===== config.mk =====
export PLATFORM = sky130hd
export DESIGN_NAME = packet_fifo_dedup_range_count_unit_flat
export DESIGN_NICKNAME = d
export VERILOG_FILES = /design/src/design/pfdrc_pkg.sv /design/src/design/pfdrc_if.sv /design/src/design/packet_fifo_dedup_range_count_unit.sv /design/src/flat_wrapper.sv
export VERILOG_INCLUDE_DIRS = /design/src /design/src/design
export SDC_FILE = /design/constraint.sdc
export NUM_CORES = 2
export LEC_CHECK = 0
export BUFFER_PORTS_ARGS = -buffer_cell sky130_fd_sc_hd__buf_4
export CORE_MARGIN = 2
export CORE_UTILIZATION = 40
export CTS_BUF_LIST = sky130_fd_sc_hd__clkbuf_16
export DETAILED_ROUTE_END_ITERATION = 7
export PLACE_DENSITY = 0.63
export RECOVER_POWER = 100
export SYNTH_ARGS = -nofsm -noshare
export SYNTH_HDL_FRONTEND = slang
export SYNTH_SLANG_ARGS = --single-unit

===== constraint.sdc =====
create_clock -name clock -period 9.1 [get_ports clock]
set_clock_uncertainty 0.1 [all_clocks]
set_input_delay 1.365 -clock clock [delete_from_list [all_inputs] [get_ports clock]]
set_output_delay 1.365 -clock clock [all_outputs]
set_load 0.05 [all_outputs]

===== src/design/packet_fifo_dedup_range_count_unit_macros.svh =====
// ----------------------------------------------------------------------------
// Assertion macros for the packet FIFO dedup / range count unit
// Immediate-implication and next-cycle-implication property wrappers.
// ----------------------------------------------------------------------------
`ifndef PACKET_FIFO_DEDUP_RANGE_COUNT_UNIT_MACROS_SVH
`define PACKET_FIFO_DEDUP_RANGE_COUNT_UNIT_MACROS_SVH

`ifndef ASSERT_OFF

`define ASSERT_IMPLIES(label, clk, rst, ante, cons, msg) \
   label: assert property (@(posedge clk) disable iff (rst) (ante) |-> (cons)) \
      else $error(msg);

`define ASSERT_NEXT(label, clk, rst, ante, cons, msg) \
   label: assert property (@(posedge clk) disable iff (rst) (ante) |=> (cons)) \
      else $error(msg);

`else

`define ASSERT_IMPLIES(label, clk, rst, ante, cons, msg)

`define ASSERT_NEXT(label, clk, rst, ante, cons, msg)

`endif

`endif


===== src/design/pfdrc_pkg.sv =====
// ----------------------------------------------------------------------------
// pfdrc_pkg
// Shared types and constants of the packet FIFO dedup / range count unit.
// ----------------------------------------------------------------------------
package pfdrc_pkg;

   localparam int DEPTH_DEFAULT     = 64;
   localparam int NODE_BITS_DEFAULT = 16;
   localparam int TIME_BITS_DEFAULT = 32;

   localparam int KIND_W  = 2;
   localparam int CAP_W   = 7;
   localparam int COUNT_W = 7;

   localparam logic [KIND_W-1:0] KIND_ADD = 2'd0;
   localparam logic [KIND_W-1:0] KIND_FWD = 2'd1;
   localparam logic [KIND_W-1:0] KIND_CNT = 2'd2;

   localparam logic [CAP_W-1:0] CAP_RESET = 7'd64;

   localparam int CSR_ADDR_W = 3;
   localparam int CSR_DATA_W = 32;
   localparam int CSR_IDX_W  = 1;
   localparam logic [CSR_IDX_W-1:0] CSR_IDX_CAPACITY = 1'b0;

   typedef enum logic [1:0] {
      ST_IDLE,
      ST_SCAN,
      ST_DRAIN,
      ST_COMMIT
   } state_type;

endpackage


===== src/design/pfdrc_if.sv =====
// ----------------------------------------------------------------------------
// pfdrc request / response channels
// Valid-ready channels carrying one request and one response item.
// ----------------------------------------------------------------------------
interface pfdrc_req_if #(
   parameter int NODE_BITS = pfdrc_pkg::NODE_BITS_DEFAULT,
   parameter int TIME_BITS = pfdrc_pkg::TIME_BITS_DEFAULT
);
   logic                          valid;
   logic                          ready;
   logic [pfdrc_pkg::KIND_W-1:0]  kind;
   logic [NODE_BITS-1:0]          pkt_source;
   logic [NODE_BITS-1:0]          destination;
   logic [TIME_BITS-1:0]          timestamp;
   logic [TIME_BITS-1:0]          range_low;
   logic [TIME_BITS-1:0]          range_high;

   modport source (output valid, kind, pkt_source, destination, timestamp, range_low,
                   range_high, input ready);
   modport sink   (input valid, kind, pkt_source, destination, timestamp, range_low,
                   range_high, output ready);
endinterface

interface pfdrc_rsp_if #(
   parameter int NODE_BITS = pfdrc_pkg::NODE_BITS_DEFAULT,
   parameter int TIME_BITS = pfdrc_pkg::TIME_BITS_DEFAULT
);
   logic                          valid;
   logic                          ready;
   logic                          accepted;
   logic                          packet_valid;
   logic [NODE_BITS-1:0]          out_source;
   logic [NODE_BITS-1:0]          out_destination;
   logic [TIME_BITS-1:0]          out_timestamp;
   logic [pfdrc_pkg::COUNT_W-1:0] match_count;

   modport source (output valid, accepted, packet_valid, out_source, out_destination,
                   out_timestamp, match_count, input ready);
   modport sink   (input valid, accepted, packet_valid, out_source, out_destination,
                   out_timestamp, match_count, output ready);
endinterface


===== src/design/packet_fifo_dedup_range_count_unit.sv =====
// ----------------------------------------------------------------------------
// packet_fifo_dedup_range_count_unit
// Bounded packet FIFO with duplicate rejection and destination/time counting.
// ----------------------------------------------------------------------------
// Add and count scan every stored entry through the single entry-memory read
// port, one entry per cycle, in state scan; the unit then passes drain and
// commit, where the response is registered. Forward reads only the head entry;
// forward, add or count on an empty FIFO and kind 3 go from idle to commit.
// Requests are taken only in idle. A response left waiting holds the unit in commit.
// Synchronous reset empties the FIFO and sets capacity to 64; memory not cleared.
`include "packet_fifo_dedup_range_count_unit_macros.svh"

module packet_fifo_dedup_range_count_unit #(
   parameter int DEPTH     = pfdrc_pkg::DEPTH_DEFAULT,
   parameter int NODE_BITS = pfdrc_pkg::NODE_BITS_DEFAULT,
   parameter int TIME_BITS = pfdrc_pkg::TIME_BITS_DEFAULT
) (
   input  logic                              clock,
   input  logic                              reset,
   pfdrc_req_if.sink                         req_chan,
   pfdrc_rsp_if.source                       rsp_chan,
   input  logic                              csr_psel,
   input  logic                              csr_penable,
   input  logic                              csr_pwrite,
   input  logic [pfdrc_pkg::CSR_ADDR_W-1:0]  csr_paddr,
   input  logic [pfdrc_pkg::CSR_DATA_W-1:0]  csr_pwdata,
   output logic [pfdrc_pkg::CSR_DATA_W-1:0]  csr_prdata,
   output logic                              csr_pready
);

   localparam int PTR_W   = $clog2(DEPTH);
   localparam int OCC_W   = $clog2(DEPTH + 1);
   localparam int CW      = (OCC_W > pfdrc_pkg::CAP_W) ? OCC_W : pfdrc_pkg::CAP_W;
   localparam int ENTRY_W = 2 * NODE_BITS + TIME_BITS;

   // control state
   pfdrc_pkg::state_type state_ff, state_in;
   logic [PTR_W-1:0]  head_ff, head_in;
   logic [PTR_W-1:0]  tail_ff, tail_in;
   logic [OCC_W-1:0]  occ_ff, occ_in;
   logic [pfdrc_pkg::CAP_W-1:0] cap_ff, cap_in;
   logic [PTR_W-1:0]  rd_ptr_ff, rd_ptr_in;
   logic [OCC_W-1:0]  cnt_ff, cnt_in;
   logic [OCC_W-1:0]  scan_len_ff, scan_len_in;
   logic              cmp_valid_ff, cmp_valid_in;
   logic              dup_ff, dup_in;
   logic [pfdrc_pkg::COUNT_W-1:0] count_ff, count_in;
   logic              rsp_valid_ff, rsp_valid_in;

   // request payload
   logic [pfdrc_pkg::KIND_W-1:0] kind_ff;
   logic [NODE_BITS-1:0] src_ff, dst_ff;
   logic [TIME_BITS-1:0] ts_ff, lo_ff, hi_ff;

   // response payload
   logic                 rsp_acc_ff, rsp_acc_in;
   logic                 rsp_pv_ff, rsp_pv_in;
   logic [NODE_BITS-1:0] rsp_src_ff, rsp_src_in;
   logic [NODE_BITS-1:0] rsp_dst_ff, rsp_dst_in;
   logic [TIME_BITS-1:0] rsp_ts_ff, rsp_ts_in;
   logic [pfdrc_pkg::COUNT_W-1:0] rsp_cnt_ff, rsp_cnt_in;

   // entry memory
   logic [ENTRY_W-1:0] mem [DEPTH];
   logic [ENTRY_W-1:0] rd_data_ff;
   logic               rd_en;
   logic               wr_en;

   logic req_fire;
   logic commit_fire;
   logic scan_last;
   logic is_add, is_fwd, is_cnt;
   logic no_dup;
   logic fwd_hit;
   logic full;
   logic [CW-1:0] cap_ext, eff_cap;
   logic [NODE_BITS-1:0] e_src, e_dst;
   logic [TIME_BITS-1:0] e_ts;
   logic hit_dup, hit_cnt;
   logic csr_wr;

   function automatic logic [PTR_W-1:0] next_slot(input logic [PTR_W-1:0] p);
      next_slot = (p == PTR_W'(DEPTH - 1)) ? '0 : p + PTR_W'(1);
   endfunction

   assign req_chan.ready = (state_ff == pfdrc_pkg::ST_IDLE);
   assign req_fire    = req_chan.valid && req_chan.ready;
   assign commit_fire = (state_ff == pfdrc_pkg::ST_COMMIT) && (!rsp_valid_ff || rsp_chan.ready);
   assign scan_last   = (cnt_ff == scan_len_ff - OCC_W'(1));
   assign is_add      = (kind_ff == pfdrc_pkg::KIND_ADD);
   assign is_fwd      = (kind_ff == pfdrc_pkg::KIND_FWD);
   assign is_cnt      = (kind_ff == pfdrc_pkg::KIND_CNT);
   assign no_dup      = is_add && !dup_ff;
   assign fwd_hit     = is_fwd && (occ_ff != '0);

   assign cap_ext = CW'(cap_ff);
   assign eff_cap = (cap_ff == '0) ? CW'(1) :
                    ((cap_ext > CW'(DEPTH)) ? CW'(DEPTH) : cap_ext);
   assign full    = (CW'(occ_ff) >= eff_cap);

   // shared compare unit on the entry just read
   assign {e_src, e_dst, e_ts} = rd_data_ff;
   assign hit_dup = (e_src == src_ff) && (e_dst == dst_ff) && (e_ts == ts_ff);
   assign hit_cnt = (e_dst == dst_ff) && (e_ts >= lo_ff) && (e_ts <= hi_ff);

   // next state
   always_comb begin
      state_in = state_ff;
      case (state_ff)
         pfdrc_pkg::ST_IDLE: begin
            if (req_fire) begin
               state_in = (scan_len_in == '0) ? pfdrc_pkg::ST_COMMIT : pfdrc_pkg::ST_SCAN;
            end
         end
         pfdrc_pkg::ST_SCAN: begin
            if (scan_last) begin
               state_in = pfdrc_pkg::ST_DRAIN;
            end
         end
         pfdrc_pkg::ST_DRAIN: begin
            state_in = pfdrc_pkg::ST_COMMIT;
         end
         pfdrc_pkg::ST_COMMIT: begin
            if (commit_fire) begin
               state_in = pfdrc_pkg::ST_IDLE;
            end
         end
         default: begin
            state_in = pfdrc_pkg::ST_IDLE;
         end
      endcase
   end

   // sequencer outputs and datapath
   always_comb begin
      rd_en          = (state_ff == pfdrc_pkg::ST_SCAN);
      wr_en          = commit_fire && no_dup;
      cmp_valid_in   = rd_en;
      rd_ptr_in      = rd_ptr_ff;
      cnt_in         = cnt_ff;
      scan_len_in    = scan_len_ff;
      dup_in         = dup_ff;
      count_in       = count_ff;
      head_in        = head_ff;
      tail_in        = tail_ff;
      occ_in         = occ_ff;
      rsp_valid_in   = rsp_valid_ff && !rsp_chan.ready;
      rsp_acc_in     = rsp_acc_ff;
      rsp_pv_in      = rsp_pv_ff;
      rsp_src_in     = rsp_src_ff;
      rsp_dst_in     = rsp_dst_ff;
      rsp_ts_in      = rsp_ts_ff;
      rsp_cnt_in     = rsp_cnt_ff;

      if (req_fire) begin
         rd_ptr_in = head_ff;
         cnt_in    = '0;
         dup_in    = 1'b0;
         count_in  = '0;
         case (req_chan.kind)
            pfdrc_pkg::KIND_ADD: scan_len_in = occ_ff;
            pfdrc_pkg::KIND_CNT: scan_len_in = occ_ff;
            pfdrc_pkg::KIND_FWD: scan_len_in = (occ_ff != '0) ? OCC_W'(1) : '0;
            default:             scan_len_in = '0;
         endcase
      end

      if (rd_en) begin
         rd_ptr_in = next_slot(rd_ptr_ff);
         cnt_in    = cnt_ff + OCC_W'(1);
      end

      if (cmp_valid_ff) begin
         dup_in = dup_ff || hit_dup;
         if (hit_cnt) begin
            count_in = count_ff + pfdrc_pkg::COUNT_W'(1);
         end
      end

      if (commit_fire) begin
         rsp_valid_in = 1'b1;
         rsp_acc_in   = no_dup;
         rsp_pv_in    = fwd_hit;
         rsp_src_in   = fwd_hit ? e_src : '0;
         rsp_dst_in   = fwd_hit ? e_dst : '0;
         rsp_ts_in    = fwd_hit ? e_ts : '0;
         rsp_cnt_in   = is_cnt ? count_ff : '0;
         if (no_dup) begin
            tail_in = next_slot(tail_ff);
            if (full) begin
               head_in = next_slot(head_ff);
            end else begin
               occ_in = occ_ff + OCC_W'(1);
            end
         end
         if (fwd_hit) begin
            head_in = next_slot(head_ff);
            occ_in  = occ_ff - OCC_W'(1);
         end
      end
   end

   // configuration port
   assign csr_pready = 1'b1;
   assign csr_wr     = csr_psel && csr_penable && csr_pwrite &&
                       (csr_paddr[pfdrc_pkg::CSR_ADDR_W-1:2] == pfdrc_pkg::CSR_IDX_CAPACITY);
   assign cap_in     = csr_wr ? csr_pwdata[pfdrc_pkg::CAP_W-1:0] : cap_ff;
   assign csr_prdata = (csr_paddr[pfdrc_pkg::CSR_ADDR_W-1:2] == pfdrc_pkg::CSR_IDX_CAPACITY) ?
                       pfdrc_pkg::CSR_DATA_W'(cap_ff) : '0;

   always_ff @(posedge clock) begin
      if (reset) begin
         state_ff     <= pfdrc_pkg::ST_IDLE;
         head_ff      <= '0;
         tail_ff      <= '0;
         occ_ff       <= '0;
         cap_ff       <= pfdrc_pkg::CAP_RESET;
         rd_ptr_ff    <= '0;
         cnt_ff       <= '0;
         scan_len_ff  <= '0;
         cmp_valid_ff <= 1'b0;
         dup_ff       <= 1'b0;
         count_ff     <= '0;
         rsp_valid_ff <= 1'b0;
      end else begin
         state_ff     <= state_in;
         head_ff      <= head_in;
         tail_ff      <= tail_in;
         occ_ff       <= occ_in;
         cap_ff       <= cap_in;
         rd_ptr_ff    <= rd_ptr_in;
         cnt_ff       <= cnt_in;
         scan_len_ff  <= scan_len_in;
         cmp_valid_ff <= cmp_valid_in;
         dup_ff       <= dup_in;
         count_ff     <= count_in;
         rsp_valid_ff <= rsp_valid_in;
      end
   end

   always_ff @(posedge clock) begin
      if (req_fire) begin
         kind_ff <= req_chan.kind;
         src_ff  <= req_chan.pkt_source;
         dst_ff  <= req_chan.destination;
         ts_ff   <= req_chan.timestamp;
         lo_ff   <= req_chan.range_low;
         hi_ff   <= req_chan.range_high;
      end
      rsp_acc_ff <= rsp_acc_in;
      rsp_pv_ff  <= rsp_pv_in;
      rsp_src_ff <= rsp_src_in;
      rsp_dst_ff <= rsp_dst_in;
      rsp_ts_ff  <= rsp_ts_in;
      rsp_cnt_ff <= rsp_cnt_in;
   end

   always_ff @(posedge clock) begin
      if (wr_en) begin
         mem[tail_ff] <= {src_ff, dst_ff, ts_ff};
      end
      if (rd_en) begin
         rd_data_ff <= mem[rd_ptr_ff];
      end
   end

   assign rsp_chan.valid           = rsp_valid_ff;
   assign rsp_chan.accepted        = rsp_acc_ff;
   assign rsp_chan.packet_valid    = rsp_pv_ff;
   assign rsp_chan.out_source      = rsp_src_ff;
   assign rsp_chan.out_destination = rsp_dst_ff;
   assign rsp_chan.out_timestamp   = rsp_ts_ff;
   assign rsp_chan.match_count     = rsp_cnt_ff;

   `ASSERT_IMPLIES(a_occ_bound, clock, reset, 1'b1, occ_ff <= OCC_W'(DEPTH),
      "occupancy above depth")
   `ASSERT_IMPLIES(a_scan_bound, clock, reset, state_ff == pfdrc_pkg::ST_SCAN,
      cnt_ff < scan_len_ff, "scan past length")
   `ASSERT_NEXT(a_accept_busy, clock, reset, req_fire, state_ff != pfdrc_pkg::ST_IDLE,
      "idle after accept")
   `ASSERT_NEXT(a_add_nonempty, clock, reset, commit_fire && no_dup, occ_ff != '0,
      "empty after add")

endmodule

===== src/flat_wrapper.sv =====
// flat-port wrapper written by rule: the top's interface ports become plain ports
module packet_fifo_dedup_range_count_unit_flat 
#(
   parameter int DEPTH     = pfdrc_pkg::DEPTH_DEFAULT,
   parameter int NODE_BITS = pfdrc_pkg::NODE_BITS_DEFAULT,
   parameter int TIME_BITS = pfdrc_pkg::TIME_BITS_DEFAULT
)
  (clock, reset, csr_psel, csr_penable, csr_pwrite, csr_paddr, csr_pwdata, csr_prdata, csr_pready, req_chan_valid, req_chan_kind, req_chan_pkt_source, req_chan_destination, req_chan_timestamp, req_chan_range_low, req_chan_range_high, req_chan_ready, rsp_chan_valid, rsp_chan_accepted, rsp_chan_packet_valid, rsp_chan_out_source, rsp_chan_out_destination, rsp_chan_out_timestamp, rsp_chan_match_count, rsp_chan_ready);
  pfdrc_req_if #(.NODE_BITS(NODE_BITS), .TIME_BITS(TIME_BITS)) req_chan_i ();
  pfdrc_rsp_if #(.NODE_BITS(NODE_BITS), .TIME_BITS(TIME_BITS)) rsp_chan_i ();
  input  logic clock;
  input  logic reset;
  input  logic csr_psel;
  input  logic csr_penable;
  input  logic csr_pwrite;
  input  logic [pfdrc_pkg::CSR_ADDR_W-1:0] csr_paddr;
  input  logic [pfdrc_pkg::CSR_DATA_W-1:0] csr_pwdata;
  output logic [pfdrc_pkg::CSR_DATA_W-1:0] csr_prdata;
  output logic csr_pready;
  input wire logic [$bits(req_chan_i.valid)-1:0] req_chan_valid;
  input wire logic [$bits(req_chan_i.kind)-1:0] req_chan_kind;
  input wire logic [$bits(req_chan_i.pkt_source)-1:0] req_chan_pkt_source;
  input wire logic [$bits(req_chan_i.destination)-1:0] req_chan_destination;
  input wire logic [$bits(req_chan_i.timestamp)-1:0] req_chan_timestamp;
  input wire logic [$bits(req_chan_i.range_low)-1:0] req_chan_range_low;
  input wire logic [$bits(req_chan_i.range_high)-1:0] req_chan_range_high;
  output wire logic [$bits(req_chan_i.ready)-1:0] req_chan_ready;
  output wire logic [$bits(rsp_chan_i.valid)-1:0] rsp_chan_valid;
  output wire logic [$bits(rsp_chan_i.accepted)-1:0] rsp_chan_accepted;
  output wire logic [$bits(rsp_chan_i.packet_valid)-1:0] rsp_chan_packet_valid;
  output wire logic [$bits(rsp_chan_i.out_source)-1:0] rsp_chan_out_source;
  output wire logic [$bits(rsp_chan_i.out_destination)-1:0] rsp_chan_out_destination;
  output wire logic [$bits(rsp_chan_i.out_timestamp)-1:0] rsp_chan_out_timestamp;
  output wire logic [$bits(rsp_chan_i.match_count)-1:0] rsp_chan_match_count;
  input wire logic [$bits(rsp_chan_i.ready)-1:0] rsp_chan_ready;
  assign req_chan_i.valid = req_chan_valid;
  assign req_chan_i.kind = req_chan_kind;
  assign req_chan_i.pkt_source = req_chan_pkt_source;
  assign req_chan_i.destination = req_chan_destination;
  assign req_chan_i.timestamp = req_chan_timestamp;
  assign req_chan_i.range_low = req_chan_range_low;
  assign req_chan_i.range_high = req_chan_range_high;
  assign req_chan_ready = req_chan_i.ready;
  assign rsp_chan_valid = rsp_chan_i.valid;
  assign rsp_chan_accepted = rsp_chan_i.accepted;
  assign rsp_chan_packet_valid = rsp_chan_i.packet_valid;
  assign rsp_chan_out_source = rsp_chan_i.out_source;
  assign rsp_chan_out_destination = rsp_chan_i.out_destination;
  assign rsp_chan_out_timestamp = rsp_chan_i.out_timestamp;
  assign rsp_chan_match_count = rsp_chan_i.match_count;
  assign rsp_chan_i.ready = rsp_chan_ready;
  packet_fifo_dedup_range_count_unit #(.DEPTH(DEPTH), .NODE_BITS(NODE_BITS), .TIME_BITS(TIME_BITS)) u_core (.clock(clock), .reset(reset), .req_chan(req_chan_i), .rsp_chan(rsp_chan_i), .csr_psel(csr_psel), .csr_penable(csr_penable), .csr_pwrite(csr_pwrite), .csr_paddr(csr_paddr), .csr_pwdata(csr_pwdata), .csr_prdata(csr_prdata), .csr_pready(csr_pready));
endmodule

==> impl_metrics.toml <==
[status]
status = "finished, violations left"
failed_checks = "capacitance limit, slew limit"

[drt]
drt_iter0_markers = 11200
wl_met1_um = 175000
dr_wl_met3_um = 42400
wl_met2_um = 210000
drc = 0
wl_per_cell_um = 32.6
dr.max_layer_used = "met5"
ant_nets = 0
firstDrtPassIters = 5
routed_via_density = 5.82
routed_wl_um = 441000
num_vias = 78700

[synthesis]
postSynth.asyncResetShare_pct = 0
synth-xor-area-share_pct = 0.440
syn-cell-area_um2 = 169000
synthFlopType = "edfxtp_1"
ys_ff_latch = 4421
synthCells = 6924
synthTopCellsByArea = "edfxtp_1, mux4_2, dfxtp_1"
synth_edf_count = 4363
synth_top_area_cell = "edfxtp_1"
yosysSeqAreaShare_pct = 78.1
synth_cell_type_count = 56
synth_compound_area_share_pct = 0.521
synth_top_family_by_area = "multiplexers"
synth_top_area_share_pct = 77.4
yosys_warnings = 0
synth_adder_area_share_pct = 0.648
synthSimpleGateAreaFrac_pct = 1.16
synth.mux.area_fraction_pct = 18.0
synth_area_per_cell_um2 = 24.4

[placed_design]
hpwl_um = 236000
port_buffers = 226
place.gp.congestion = 0.798
place_area_um2 = 179000
dpl.cell_count = 12700

[sta]
min_period_over_period_pct = 78.0
period_needed_ns = 7.09
slew_headroom_pct = -208
slew_violations = 7410
rsz0062_at_grt = "no"
hold_viol_final = 0
setup_viol = 0
fmax_ghz = 0.141
worst_pin_slew_ns = 4.63
fin_setup_tns_ns = 0

[setup_path]
cp-start-kind = "flop"
r2r_cells = 7
cp-endpoint = "u_core.mem[22][30]"
r2r_start = "u_core.kind_ff[0]"
crit_path_start = "u_core.kind_ff[0]"
crit_required_ns = 9.54
crit_type = "flop to flop"
r2r_slack_ns = 2.01
r2r_end = "u_core.mem[22][30]"
endpoint_kind = "flop"
worstPathMaxFanout = 47
crit_arrival_ns = 7.54

[grt]
grt_max_degree = 133
grt_usage_pct = 20.3
antenna_found_initial = 24
grt_pass1_wl_um = 612000
grt_pass1_vias = 79100
grt-ovfl-total = 0

[final_layout]
drive_gt1_share_pct = 28.3
area_growth_pct = 13.5
mostFrequentLayoutCell = "edfxtp_1"
most-common-layout-cells = "edfxtp_1, mux4_2, clkbuf_16"
instances_no_fill = 13500
utilization_pct = 45.6
fill_cells = 34400
fin_nets = 7755
design_area_um2 = 192000

[power_and_ir_drop]
cellLeakagePower_nw = 57.6
ir_drop_mv = 0.236
power_per_cell_area_nw_per_um2 = 244
total_power_mw = 46.9

[cts]
cts_tree = "yes"
ctsResizeCount = 0
clock-sinks = 4421
insertion_delay_ns = 1.00
numCtsBuffers = 434
hold_buffers = 0
htreeDepth = 5
cts_buffer_depth = 4
cts_root_buf = "clkbuf_16"
clk_pin_slew_ns = 0.06
cts_setup_buffers = 0

[min_path]
hold_path.class = "flop to flop"

[die]
start_util_pct = 40.2
design.core.area_um2 = 421000
die-area_um2 = 428000
num_io_pins = 280
die_w_um = 654
die_h_um = 654
rows = 238

[job]
maxCapViolations = 184
## state kept, by name, indices dropped and copies added, names as in the netlist, 7 cells and up
register and cells:
u_core.src_ff 16, u_core.rd_data_ff 64, u_core.mem 4096, u_core.hi_ff 32, u_core.lo_ff 32, u_core.count_ff 7, u_core.dst_ff 16, u_core.cnt_ff 7
u_core.ts_ff 32, u_core.scan_len_ff 7, u_core.rsp_chan.out_timestamp 32, u_core.rsp_chan.out_source 16, u_core.cap_ext 7, u_core.occ_ff 7, u_core.rsp_chan.out_destination 16, u_core.rsp_chan.match_count 7
## cells in the mapped netlist, types with 5 or more instances
library cell  count
a211oi_1          7
a21o_1           12
a21oi_1          66
and2_1           71
and3_1           10
buf_1            21
buf_2           103
buf_4            26
buf_6             5
clkbuf_1        204
dfxtp_1          58
edfxtp_1       4363
ha_1             86
inv_1            83
mux2i_1          15
mux4_2         1344
nand2_1          50
nand3_1          26
nand3b_1          5
nand4_1          22
nor2_1          128
nor2b_1          18
nor3_1           13
nor3b_1           5
nor4_1           17
o211ai_1          8
o21ai_0          16
o31ai_1           8
or3_1             6
xnor2_1          27
xor2_1           58
## routing by layer
metal | track usage, % | vias to the layer above
met2 | 32.4 | 3929
li1 | - | 31000
met4 | 5.62 | 8
met1 | 28.5 | 43100
met3 | 3.96 | 668
met5 | 0 | -
## worst max-delay path, stage by stage (launching register included)
cell	delay, ns
edfxtp_1	0.41
nor3_1	0.44
nand2_1	0.11
clkbuf_1	0.41
nor2_1	0.41
nand3_1	0.52
nor2_1	2.24
clkbuf_2	1.91
## power breakdown
group / switching (mW) / internal (mW)
clock network: 7.73 / 9.84
registers: 0.379 / 23.7
logic: 3.23 / 2.08
## metrics by stage
stage	worst slack, ns	hold WS, ns
floorplan	1.44	0.366
global placement	3.43	0.389
detailed placement	3.40	0.417
CTS	4.13	0.357
global route	1.97	0.430
finish	2.01	0.422
## logic make-up (layout without fill, tap and decap cells)
logic type	count (synthesis)	in the layout
xor+xnor	85	85
fa+ha+maj	87	87
other cells	2	42
buf+inv	442	1369
mux	1359	1359
simple gates	386	386
flops	4421	4421
compound gates	142	142
## layout make-up
type	count	area [um2]	share of cell area, %
antenna	16	40.0	0.0209
tap	5640	7060	3.68
sequential	4421	132000	68.9
timing repair buffer	471	3090	1.61
clock buffer	440	11000	5.73
inverter	83	319	0.166
multi-input combinational	2085	35400	18.4
clock inverter	375	2900	1.51
## how the worst min path moves through the flow
stage | start | end | slack, ns | depth (start not counted)
global route | req_chan_pkt_source[5] | u_core.src_ff[5] | 0.43 | 1
detailed placement | u_core.count_ff[6] | u_core.count_ff[6] | 0.42 | 2
finish | u_core.count_ff[6] | u_core.count_ff[6] | 0.42 | 2
global placement | u_core.count_ff[6] | u_core.count_ff[6] | 0.39 | 2
CTS | req_chan_pkt_source[5] | u_core.src_ff[5] | 0.36 | 1
floorplan | u_core.count_ff[6] | u_core.count_ff[6] | 0.37 | 2
No activity file was read; power rests on OpenSTA's default activity.
